`src/hw/rtl/plcm_pkg.sv`:
```
// Shared constants and types for the piecewise linear color map.
// Used by every design module of the block; depends on nothing else.

package plcm_pkg;

  // Fixed field widths.
  localparam int T_W       = 18;  // signed scalar input
  localparam int CNT_W     = 3;   // color count register
  localparam int COLOR_W   = 32;  // packed RGBA register
  localparam int CH_W      = 8;   // one color channel
  localparam int NUM_REGS  = 7;   // color registers present
  localparam int CFG_IDX_W = 3;   // configuration register index

  // Defaults for the top-level parameters.
  localparam int MAX_COLORS_DEF = 7;
  localparam int FRAC_BITS_DEF  = 16;

  // Configuration register indexes.
  localparam logic [CFG_IDX_W-1:0] REG_COUNT   = 3'd0;
  localparam logic [CFG_IDX_W-1:0] REG_COLOR_0 = 3'd1;

  localparam logic [CH_W-1:0] CH_MAX = 8'hFF;

  // Per-item classification carried from the first to the second stage.
  typedef struct packed {
    logic                  gray;   // no colors in use: grey ramp of t
    logic                  fixed;  // one stored color, own alpha
    logic [CNT_W-1:0]      fidx;   // which stored color when fixed
  } ctl_t;

endpackage

```
`src/hw/rtl/plcm_front.sv`:
```
// First pipeline stage: classifies t against the color count and forms
// t*(n-1) and t*255. Depends on plcm_pkg.

module plcm_front #(
  parameter int MAX_COLORS = plcm_pkg::MAX_COLORS_DEF,
  parameter int FRAC_BITS  = plcm_pkg::FRAC_BITS_DEF,
  parameter int PW         = 20,
  parameter int GPW        = 25
) (
  input  logic                              clk,
  input  logic                              rst,
  input  logic                              in_valid,
  output logic                              in_ready,
  input  logic signed [plcm_pkg::T_W-1:0]   t_value,
  input  logic [plcm_pkg::CNT_W-1:0]        color_count,
  output logic                              out_valid,
  input  logic                              out_ready,
  output plcm_pkg::ctl_t                    ctl,
  output logic [PW-1:0]                     pos,
  output logic [GPW-1:0]                    gprod
);

  localparam int MW = plcm_pkg::T_W - 1;
  localparam int CW = plcm_pkg::CNT_W;

  logic              t_pos;
  logic [MW-1:0]     mag;
  logic [CW-1:0]     n;
  logic [CW-1:0]     nm1;
  logic              ge_one;
  logic [MW+CW-1:0]  pos_prod;
  logic [MW+7:0]     gray_prod;
  plcm_pkg::ctl_t    ctl_next;
  logic              en;

  assign t_pos  = !t_value[plcm_pkg::T_W-1] && (|t_value[MW-1:0]);
  assign mag    = t_pos ? t_value[MW-1:0] : '0;
  assign n      = (color_count > CW'(MAX_COLORS)) ? CW'(MAX_COLORS) : color_count;
  assign nm1    = n - CW'(1);
  assign ge_one = PW'(mag) >= (PW'(1) << FRAC_BITS);

  assign pos_prod  = mag * nm1;
  assign gray_prod = mag * plcm_pkg::CH_MAX;

  always_comb begin
    ctl_next.gray  = (n == '0);
    ctl_next.fixed = (n == CW'(1)) || !t_pos || ge_one;
    ctl_next.fidx  = ((n == CW'(1)) || !t_pos) ? '0 : nm1;
  end

  assign en       = !out_valid || out_ready;
  assign in_ready = en;

  always_ff @(posedge clk) begin
    if (rst) begin
      out_valid <= 1'b0;
    end else if (en) begin
      out_valid <= in_valid;
    end
  end

  always_ff @(posedge clk) begin
    if (en) begin
      ctl   <= ctl_next;
      pos   <= PW'(pos_prod);
      gprod <= GPW'(gray_prod);
    end
  end

endmodule

```
`src/hw/rtl/plcm_select.sv`:
```
// Second pipeline stage: splits t*(n-1) into segment and weight, picks the
// left and right colors and finishes the grey ramp. Depends on plcm_pkg.

module plcm_select #(
  parameter int FRAC_BITS = plcm_pkg::FRAC_BITS_DEF,
  parameter int PW        = 20,
  parameter int GPW       = 25
) (
  input  logic                                               clk,
  input  logic                                               rst,
  input  logic                                               in_valid,
  output logic                                               in_ready,
  input  plcm_pkg::ctl_t                                     ctl,
  input  logic [PW-1:0]                                      pos,
  input  logic [GPW-1:0]                                     gprod,
  input  logic [plcm_pkg::NUM_REGS-1:0][plcm_pkg::COLOR_W-1:0] colors,
  output logic                                               out_valid,
  input  logic                                               out_ready,
  output logic [plcm_pkg::COLOR_W-1:0]                       lc,
  output logic [plcm_pkg::COLOR_W-9:0]                       rc,
  output logic [FRAC_BITS-1:0]                               frac,
  output logic                                               keep_alpha
);

  localparam int CW = plcm_pkg::CNT_W;
  localparam int SW = ((GPW > FRAC_BITS) ? GPW : FRAC_BITS) + 1;

  logic [CW-1:0]                  lidx;
  logic [CW-1:0]                  ridx;
  logic [SW-1:0]                  gsum;
  logic [SW-1:0]                  gshift;
  logic [plcm_pkg::CH_W-1:0]      gval;
  logic [plcm_pkg::COLOR_W-1:0]   lc_next;
  logic [FRAC_BITS-1:0]           frac_next;
  logic                           en;

  assign lidx = ctl.fixed ? ctl.fidx : pos[FRAC_BITS +: CW];
  assign ridx = (lidx == CW'(plcm_pkg::NUM_REGS - 1)) ? '0 : lidx + CW'(1);

  // Grey ramp: round half up, then saturate to the channel range.
  assign gsum   = SW'(gprod) + (SW'(1) << (FRAC_BITS - 1));
  assign gshift = gsum >> FRAC_BITS;
  assign gval   = (gshift > SW'(plcm_pkg::CH_MAX)) ? plcm_pkg::CH_MAX
                                                   : gshift[plcm_pkg::CH_W-1:0];

  // A zero weight makes the blend return the left color unchanged, which
  // covers the fixed colors, exact knots and the grey ramp alike.
  assign lc_next   = ctl.gray ? {4{gval}} : colors[lidx];
  assign frac_next = (ctl.gray || ctl.fixed) ? '0 : pos[FRAC_BITS-1:0];

  assign en       = !out_valid || out_ready;
  assign in_ready = en;

  always_ff @(posedge clk) begin
    if (rst) begin
      out_valid <= 1'b0;
    end else if (en) begin
      out_valid <= in_valid;
    end
  end

  always_ff @(posedge clk) begin
    if (en) begin
      lc         <= lc_next;
      rc         <= colors[ridx][plcm_pkg::COLOR_W-1:8];
      frac       <= frac_next;
      keep_alpha <= ctl.gray || ctl.fixed;
    end
  end

endmodule

```
`src/hw/rtl/plcm_blend.sv`:
```
// Third pipeline stage: one signed multiply per RGB channel, registered,
// then the rounding add toward the left color. Depends on plcm_pkg.

module plcm_blend #(
  parameter int FRAC_BITS = plcm_pkg::FRAC_BITS_DEF
) (
  input  logic                           clk,
  input  logic                           rst,
  input  logic                           in_valid,
  output logic                           in_ready,
  input  logic [plcm_pkg::COLOR_W-1:0]   lc,
  input  logic [plcm_pkg::COLOR_W-9:0]   rc,
  input  logic [FRAC_BITS-1:0]           frac,
  input  logic                           keep_alpha,
  output logic                           out_valid,
  input  logic                           out_ready,
  output logic [plcm_pkg::COLOR_W-1:0]   pixel
);

  localparam int CH = plcm_pkg::CH_W;
  localparam int PRW = CH + FRAC_BITS + 2;

  logic signed [PRW-1:0]          prod      [3];
  logic [plcm_pkg::COLOR_W-1:0]   lc_q;
  logic                           keep_q;
  logic                           en;

  assign en       = !out_valid || out_ready;
  assign in_ready = en;

  always_ff @(posedge clk) begin
    if (rst) begin
      out_valid <= 1'b0;
    end else if (en) begin
      out_valid <= in_valid;
    end
  end

  always_ff @(posedge clk) begin
    if (en) begin
      lc_q   <= lc;
      keep_q <= keep_alpha;
    end
  end

  // Channel k: red is k = 0 in the top byte.
  for (genvar k = 0; k < 3; k++) begin : g_ch
    logic signed [CH:0]     diff;
    logic signed [PRW-1:0]  rnd;
    logic signed [PRW-1:0]  step;

    assign diff = $signed({1'b0, rc[plcm_pkg::COLOR_W-9-CH*k -: CH]})
                - $signed({1'b0, lc[plcm_pkg::COLOR_W-1-CH*k -: CH]});

    always_ff @(posedge clk) begin
      if (en) begin
        prod[k] <= diff * $signed({1'b0, frac});
      end
    end

    // L*(1-f) + R*f rounded equals L + round((R-L)*f); the sum stays in range.
    assign rnd  = prod[k] + (PRW'(1) << (FRAC_BITS - 1));
    assign step = rnd >>> FRAC_BITS;
    assign pixel[plcm_pkg::COLOR_W-1-CH*k -: CH] =
        lc_q[plcm_pkg::COLOR_W-1-CH*k -: CH] + step[CH-1:0];
  end

  assign pixel[CH-1:0] = keep_q ? lc_q[CH-1:0] : plcm_pkg::CH_MAX;

endmodule

```
`src/hw/rtl/piecewise_linear_colormap.sv`:
```
// Top level of the piecewise linear color map: configuration registers,
// the three work stages and the output register. Depends on plcm_pkg,
// plcm_front, plcm_select and plcm_blend.
//
//   Channel   Direction  Transaction carries
//   s_*       in         t_value, signed Q1.FRAC_BITS, tdata[17:0]
//   m_*       out        red [7:0], green [15:8], blue [23:16], alpha [31:24]
//   cfg_*     in         register write: color_count (0), color_0..color_6 (1..7)
//
// One transaction enters per clock while the output is not stalled; it passes
// through the classify, select and multiply stages and the output register.
// Every stage carries its own valid bit and moves whenever the stage after it
// is empty or moving, so bubbles close up and a stalled m_tready holds each
// item in place without loss or repetition. Reset is synchronous and clears
// the valid bits and all configuration registers (count 0, colors 0).
// Configuration is expected to change only while no item is in flight.

module piecewise_linear_colormap #(
  parameter int MAX_COLORS = plcm_pkg::MAX_COLORS_DEF,
  parameter int FRAC_BITS  = plcm_pkg::FRAC_BITS_DEF
) (
  input  logic                               clk,
  input  logic                               rst,
  // Input stream. tdata: t_value [17:0], zero [23:18].
  input  logic                               s_tvalid,
  output logic                               s_tready,
  input  logic [23:0]                        s_tdata,
  // Output stream. tdata: red [7:0], green [15:8], blue [23:16], alpha [31:24].
  output logic                               m_tvalid,
  input  logic                               m_tready,
  output logic [31:0]                        m_tdata,
  // Configuration write port.
  input  logic                               cfg_we,
  input  logic [plcm_pkg::CFG_IDX_W-1:0]     cfg_index,
  input  logic [plcm_pkg::COLOR_W-1:0]       cfg_data
);

  // Width of t*(n-1) wide enough to hold both the product and the segment
  // index above the fraction; width of the grey product t*255.
  localparam int PROD_W = plcm_pkg::T_W - 1 + plcm_pkg::CNT_W;
  localparam int PW     = (PROD_W > FRAC_BITS + plcm_pkg::CNT_W)
                          ? PROD_W : FRAC_BITS + plcm_pkg::CNT_W;
  localparam int GPW    = plcm_pkg::T_W - 1 + plcm_pkg::CH_W;
  localparam int CH     = plcm_pkg::CH_W;

  // Configuration registers.
  logic [plcm_pkg::CNT_W-1:0]                          color_count;
  logic [plcm_pkg::NUM_REGS-1:0][plcm_pkg::COLOR_W-1:0] colors;
  logic [plcm_pkg::CFG_IDX_W-1:0]                      color_sel;

  assign color_sel = cfg_index - plcm_pkg::REG_COLOR_0;

  always_ff @(posedge clk) begin
    if (rst) begin
      color_count <= '0;
      colors      <= '0;
    end else if (cfg_we) begin
      if (cfg_index == plcm_pkg::REG_COUNT) begin
        color_count <= cfg_data[plcm_pkg::CNT_W-1:0];
      end else begin
        colors[color_sel] <= cfg_data;
      end
    end
  end

  // Stage 1: classify t and form the products.
  logic            v1, r1;
  plcm_pkg::ctl_t  ctl1;
  logic [PW-1:0]   pos1;
  logic [GPW-1:0]  gprod1;

  plcm_front #(
    .MAX_COLORS (MAX_COLORS),
    .FRAC_BITS  (FRAC_BITS),
    .PW         (PW),
    .GPW        (GPW)
  ) u_front (
    .clk         (clk),
    .rst         (rst),
    .in_valid    (s_tvalid),
    .in_ready    (s_tready),
    .t_value     ($signed(s_tdata[plcm_pkg::T_W-1:0])),
    .color_count (color_count),
    .out_valid   (v1),
    .out_ready   (r1),
    .ctl         (ctl1),
    .pos         (pos1),
    .gprod       (gprod1)
  );

  // Stage 2: pick the segment colors and the weight.
  logic                          v2, r2;
  logic [plcm_pkg::COLOR_W-1:0]  lc2;
  logic [plcm_pkg::COLOR_W-9:0]  rc2;
  logic [FRAC_BITS-1:0]          frac2;
  logic                          keep2;

  plcm_select #(
    .FRAC_BITS (FRAC_BITS),
    .PW        (PW),
    .GPW       (GPW)
  ) u_select (
    .clk        (clk),
    .rst        (rst),
    .in_valid   (v1),
    .in_ready   (r1),
    .ctl        (ctl1),
    .pos        (pos1),
    .gprod      (gprod1),
    .colors     (colors),
    .out_valid  (v2),
    .out_ready  (r2),
    .lc         (lc2),
    .rc         (rc2),
    .frac       (frac2),
    .keep_alpha (keep2)
  );

  // Stage 3: per-channel multiply, rounding add on the way out.
  logic                          v3, r3;
  logic [plcm_pkg::COLOR_W-1:0]  pixel3;

  plcm_blend #(
    .FRAC_BITS (FRAC_BITS)
  ) u_blend (
    .clk        (clk),
    .rst        (rst),
    .in_valid   (v2),
    .in_ready   (r2),
    .lc         (lc2),
    .rc         (rc2),
    .frac       (frac2),
    .keep_alpha (keep2),
    .out_valid  (v3),
    .out_ready  (r3),
    .pixel      (pixel3)
  );

  // Output register. The pixel word has red on top; the stream puts red
  // in the low byte.
  logic en_out;

  assign en_out = !m_tvalid || m_tready;
  assign r3     = en_out;

  always_ff @(posedge clk) begin
    if (rst) begin
      m_tvalid <= 1'b0;
    end else if (en_out) begin
      m_tvalid <= v3;
    end
  end

  always_ff @(posedge clk) begin
    if (en_out) begin
      m_tdata <= {pixel3[CH-1:0], pixel3[2*CH-1:CH],
                  pixel3[3*CH-1:2*CH], pixel3[4*CH-1:3*CH]};
    end
  end

endmodule

```
`config.mk`:
```
export PLATFORM = sky130hd
export DESIGN_NAME = piecewise_linear_colormap
export DESIGN_NICKNAME = d
export VERILOG_FILES = /design/src/hw/rtl/plcm_pkg.sv /design/src/hw/rtl/plcm_front.sv /design/src/hw/rtl/plcm_select.sv /design/src/hw/rtl/plcm_blend.sv /design/src/hw/rtl/piecewise_linear_colormap.sv
export SDC_FILE = /design/constraint.sdc
export NUM_CORES = 2
export LEC_CHECK = 0
export BUFFER_PORTS_ARGS = -buffer_cell sky130_fd_sc_hd__buf_2
export CAP_MARGIN = 20
export CORE_MARGIN = 2
export CORE_UTILIZATION = 50
export CTS_CLUSTER_DIAMETER = 40
export CTS_CLUSTER_SIZE = 8
export DETAILED_ROUTE_END_ITERATION = 8
export GPL_ROUTABILITY_DRIVEN = 0
export MAX_ROUTING_LAYER = met4
export PLACE_DENSITY = 0.77
export RECOVER_POWER = 25
export SLEW_MARGIN = 20
export SYNTH_ARGS = -nofsm -noshare
export SYNTH_HDL_FRONTEND = slang
export SYNTH_HIERARCHICAL = 1
export SYNTH_SLANG_ARGS = --single-unit
```
`constraint.sdc`:
```
create_clock -name clk -period 18.4 [get_ports clk]
set_clock_uncertainty 0.2 [all_clocks]
set_input_delay 3.68 -clock clk [delete_from_list [all_inputs] [get_ports clk]]
set_output_delay 3.68 -clock clk [all_outputs]
set_load 0.005 [all_outputs]
```
## Word-level counts from Yosys, hierarchy flattened

Memories as Yosys holds them, arrays and structs flattened.
Index checks and enable logic that the tools add are counted.
Widths: inputs -> output; s select.

- Output and inout port bits: 34
- Flip-flop bits (word level): 418
- Memories kept: 1
- Bits in writable memories: 78
- Word-level logic and storage cells: 89

- Bitwise gates (word level): 1
- Eq/ne operators: 2
- $mul: 5
- Order comparisons: 7
- Add/sub/neg operators: 13
- Reduce and logical (&&, ||, !) cells: 20
- Muxes and demuxes: 15

Memory list:

| memory | words | bits a word | read ports | clocked after memory_dff | write ports | RTL line | text |
|---|---|---|---|---|---|---|---|
| u_blend.prod | 3 | 26 | 3 | 0 | 3 | plcm_blend.sv:23 | `logic signed [PRW-1:0] prod [3];` |

Operator list:

| cell | count |
|---|---|
| $bwmux 224 | 1 |
| $bmux 32 s3 | 2 |
| $mux 32 | 4 |
| $demux 32 s3 | 1 |
| $mul 9x17->26 | 3 |
| $add 24x17->24 const B | 3 |
| $sub 8x8->9 | 3 |
| $add 25x16->26 const B | 1 |
| $mul 17x8->25 const B | 1 |
| $add 8x8->8 | 3 |
| $mul 17x3->19 | 1 |
| $ge 17x17->1 const B | 1 |
| $mux 17 | 1 |
| $reduce_or 17->1 | 1 |
| $lt 3x4->1 const B | 3 |
| $gt 10x8->1 const B | 1 |
| $mux 3 | 3 |
| $mux 8 | 1 |
| $logic_or 1x1->1 | 7 |
| $logic_not 1->1 | 6 |
| $logic_not 3->1 | 2 |
| $sub 3x1->3 const B | 2 |
| $reduce_and 2->1 | 2 |
| $add 3x1->3 const B | 1 |
| 7 further kinds | 9 |

## Logic depth before layout (Yosys ltp)

- Depth in word-level cells: 6
- Depth in mapped cells: 27
- Depth with buffers taken out: 26

## Hierarchy

Netlist, hierarchy kept.

By module, submodules not included:

| module | cells each | area an instance (µm²) | instances |
|---|---|---|---|
| plcm_blend | 1,690 | 16,589.7 | 1 |
| piecewise_linear_colormap | 822 | 9,877.0 | 1 |
| plcm_front | 695 | 6,672.6 | 1 |
| plcm_select | 761 | 6,045.8 | 1 |

## Worst setup path after synthesis

Ideal clock, no wire load.

- Kind: input to output
- Start: input m_tready
- End: output s_tready
- Buffers on the path: 0
- Stages on the path: 4
- Required time: 14.520 ns
- Arrival time: 9.589 ns
- Setup slack: 4.931 ns
- Cells stage by stage: nand2b_1 nand2b_1 nand2b_1 nand2b_1

- Longest elaborated chain between the ends: 4

RTL lines:

| element | RTL line | text |
|---|---|---|
| start: declaration | piecewise_linear_colormap.sv:30 | `input logic m_tready,` |
| $logic_or 1x1->1 | piecewise_linear_colormap.sv:143 | `assign en_out = !m_tvalid \|\| m_tready;` |
| $logic_or 1x1->1 | plcm_blend.sv:28 | `assign en = !out_valid \|\| out_ready;` |
| net r2 | piecewise_linear_colormap.sv:92 | `logic v2, r2;` |
| $logic_or 1x1->1 | plcm_select.sv:51 | `assign en = !out_valid \|\| out_ready;` |
| net r1 | piecewise_linear_colormap.sv:67 | `logic v1, r1;` |
| $logic_or 1x1->1 | plcm_front.sv:51 | `assign en = !out_valid \|\| out_ready;` |
| end: declaration | piecewise_linear_colormap.sv:26 | `output logic s_tready,` |

The timed path passes the listed nets, and every way through them passes these cells.

## Worst setup path after layout

- Start: input m_tready
- End: output s_tready

- Longest elaborated chain between the ends: 4

RTL lines:

| element | RTL line | text |
|---|---|---|
| $logic_or 1x1->1 | piecewise_linear_colormap.sv:143 |  |
| net en_out | piecewise_linear_colormap.sv:141 | `logic en_out;` |
| $logic_or 1x1->1 | plcm_blend.sv:28 |  |
| net r2 | piecewise_linear_colormap.sv:92 |  |
| $logic_or 1x1->1 | plcm_select.sv:51 |  |
| net r1 | piecewise_linear_colormap.sv:67 |  |
| $logic_or 1x1->1 | plcm_front.sv:51 |  |

The timed path passes the listed nets, and every way through them passes these cells.

==> results.sh <==
export IMPL_cts_clk_slew_worst_paths_ps=50
export IMPL_final_util=0.554
export IMPL_cts_htree_levels=3
export IMPL_routed_wirelength_um=94900
export IMPL_timing_reg2reg_setup_slack_ps=10220
export IMPL_worst_pin_slew_ps=2760
export IMPL_initial_core_utilization=0.506
export IMPL_fillcell_total=6596
export IMPL_timing_critical_path_to_type="output port"
export IMPL_min_period_ps=10240
export IMPL_mostFrequentLayoutCells="sky130_fd_sc_hd__inv_1 (433), sky130_fd_sc_hd__fa_1 (390), sky130_fd_sc_hd__nand2b_1 (351), sky130_fd_sc_hd__nand2_1 (348), sky130_fd_sc_hd__ha_1 (284)"
export IMPL_tritoncts_clock_tree="built"
export IMPL_core_area_sq_um=76100
export IMPL_grt_ovfl_total=0
export IMPL_post_cts_setup_inserts=0
export IMPL_crit_type="in -> out"
export IMPL_p_per_area_nw_per_um2=152
export IMPL_rr_endpoint="u_select/rc[21]"
export IMPL_ant_nets=0
export IMPL_setup_slack_ps=8160
export IMPL_global_route_wire_length_before_repair_um=152000
export IMPL_clock_insertion_delay_worst_skew_ps=610
export IMPL_hold_viol=0
export IMPL_final_net_count=4687
export IMPL_most_common_cell_after_layout_fill_and_taps_aside="sky130_fd_sc_hd__inv_1"
export IMPL_remaining_drc_errors=0
export IMPL_maxSlewViolCount=222
export IMPL_rsz0062_at_grt="false"
export IMPL_cts_sinks=430
export IMPL_io_buffer_count=91
export IMPL_number_of_hold_repair_buffers_added_at_the_cts_stage=0
export IMPL_synthesis_area_per_instance_sq_um=9.83
export IMPL_hold_class="reg -> reg"
export IMPL_timing_final_setup_violations=0
export IMPL_fp_dieW_um=281
export IMPL_syn_num_nets=4652
export IMPL_critical_path_required_ps=14520
export IMPL_numCtsBuffers=71
export IMPL_antenna_found_initial=3
export IMPL_post_synth_inst_count=3914
export IMPL_first_global_vias=28860
export IMPL_min_delay_path_depth=0
export IMPL_dp_cells=4905
export IMPL_reg2reg_depth=5
export IMPL_finalPower_w=0.00641
export IMPL_grt_start_max_net_pins=95
export IMPL_multiInputGateArea_sq_um=25500
export IMPL_dr_total_vias=28044
export IMPL_count_of_tritonroute_iterations_in_the_first_routing_pass=8
export IMPL_result_of_the_run="finished, violations left"
export IMPL_totalNegativeSetupSlack_ps=0
export IMPL_cp_arrival_ps=6360
export IMPL_drt_vias_per_instance=5.58
export IMPL_layout_cell_share_with_drive_strength_beyond_1=0.0790
export IMPL_min_delay_start="u_select/lc[1]"
export IMPL_timing_rr_start="u_front/ctl[3]"
export IMPL_detailed_place_hpwl_um=65600
export IMPL_fmax_mhz=97.7
export IMPL_dp_slack_ps=8230
export IMPL_violations="max-capacitance violations, max-slew violations"
export IMPL_areaGrowthSynthToFinish_pct=9.59
export IMPL_cts_buffer_depth=3
export IMPL_synth_area_sq_um=38500
export IMPL_critical_path_max_fanout=34
export IMPL_grt_total_usage=0.250
export IMPL_final_cell_count_no_fill=5029
export IMPL_cts_repair_resized=0
export IMPL_design_die_area_sq_um=79200
export IMPL_post_drt_wl_per_cell_um=18.9
export IMPL_floorplan_die_height_um=281
export IMPL_peakVddDrop_v=0.000105
export IMPL_final_seq_area_sq_um=10600
export IMPL_synth_yosys_warnings=6
export IMPL_worst_slew_margin_rel=-0.840
export IMPL_placementRows=101
export IMPL_floorplan_io_pins=98
export IMPL_drt_iter0_markers=2176
export IMPL_holdPathEnd="u_blend/lc_q[1]"
export IMPL_clockRootBuffer="sky130_fd_sc_hd__clkbuf_16"
export IMPL_crit_path_launch_type="input pin"
export IMPL_p_leak_nw=19.7
export IMPL_drv_cap=6
export IMPL_min_period_over_period=0.556
-- layout make-up --
type | instances | share of cell area
Antenna cell | 1 | 0.0000594
Clock buffer | 108 | 0.0484
Clock inverter | 14 | 0.00510
Inverter | 433 | 0.0386
Multi-Input combinational cell | 2860 | 0.604
Sequential cell | 430 | 0.251
Tap cell | 1030 | 0.0306
Timing Repair Buffer | 153 | 0.0220
-- metal layers --
metal  track usage  share of wire  wire (um)  up-vias
met4        0.0874          0.036       3410        0
met5             -              0          0        -
met3        0.0564          0.083       7830      240
met1         0.317           0.42      39600    13770
li1              -              -          -    13007
met2         0.395           0.46      44100     1027
-- through the flow --
step,hold WS [ps],cell area (sq um)
6_report,216,42200
2_1_floorplan,200,38500
5_1_grt,224,42200
3_3_place_gp,202,39900
4_1_cts,216,42200
3_5_place_dp,205,39900
-- state kept, by name, summed over array words and instances (netlist names), 3 cells and up --
name and count:
colors 224, m_tdata 32, u_blend/lc_q 32, u_select/lc 32, u_blend/prod 27, u_select/rc 24, u_front/pos 19, u_select/frac 16
u_front/gprod 10, u_front/ctl 5, color_count 3
-- worst max path at each step --
stage	start	end
global route	m_tready	s_tready
detailed placement	m_tready	s_tready
CTS	m_tready	s_tready
global placement	m_tready	s_tready
floorplan	m_tready	s_tready
finish	m_tready	s_tready
-- worst max-delay path, cell delays in order --
cell and delay, ps:
sky130_fd_sc_hd__clkbuf_1 110, sky130_fd_sc_hd__nand2b_1 1420, sky130_fd_sc_hd__nand2b_2 360, sky130_fd_sc_hd__nand2b_4 360, sky130_fd_sc_hd__nand2b_2 280, sky130_fd_sc_hd__buf_2 140
-- power breakdown --
| group | switching [W] | total, W | internal, W |
|---|---|---|---|
| combinational | 0.00222 | 0.00370 | 0.00148 |
| clock | 0.000460 | 0.00124 | 0.000783 |
| sequential | 0.000125 | 0.00147 | 0.00134 |
| total | 0.00280 | 0.00641 | 0.00361 |
Note: power is estimated with default switching activity, not from simulation.
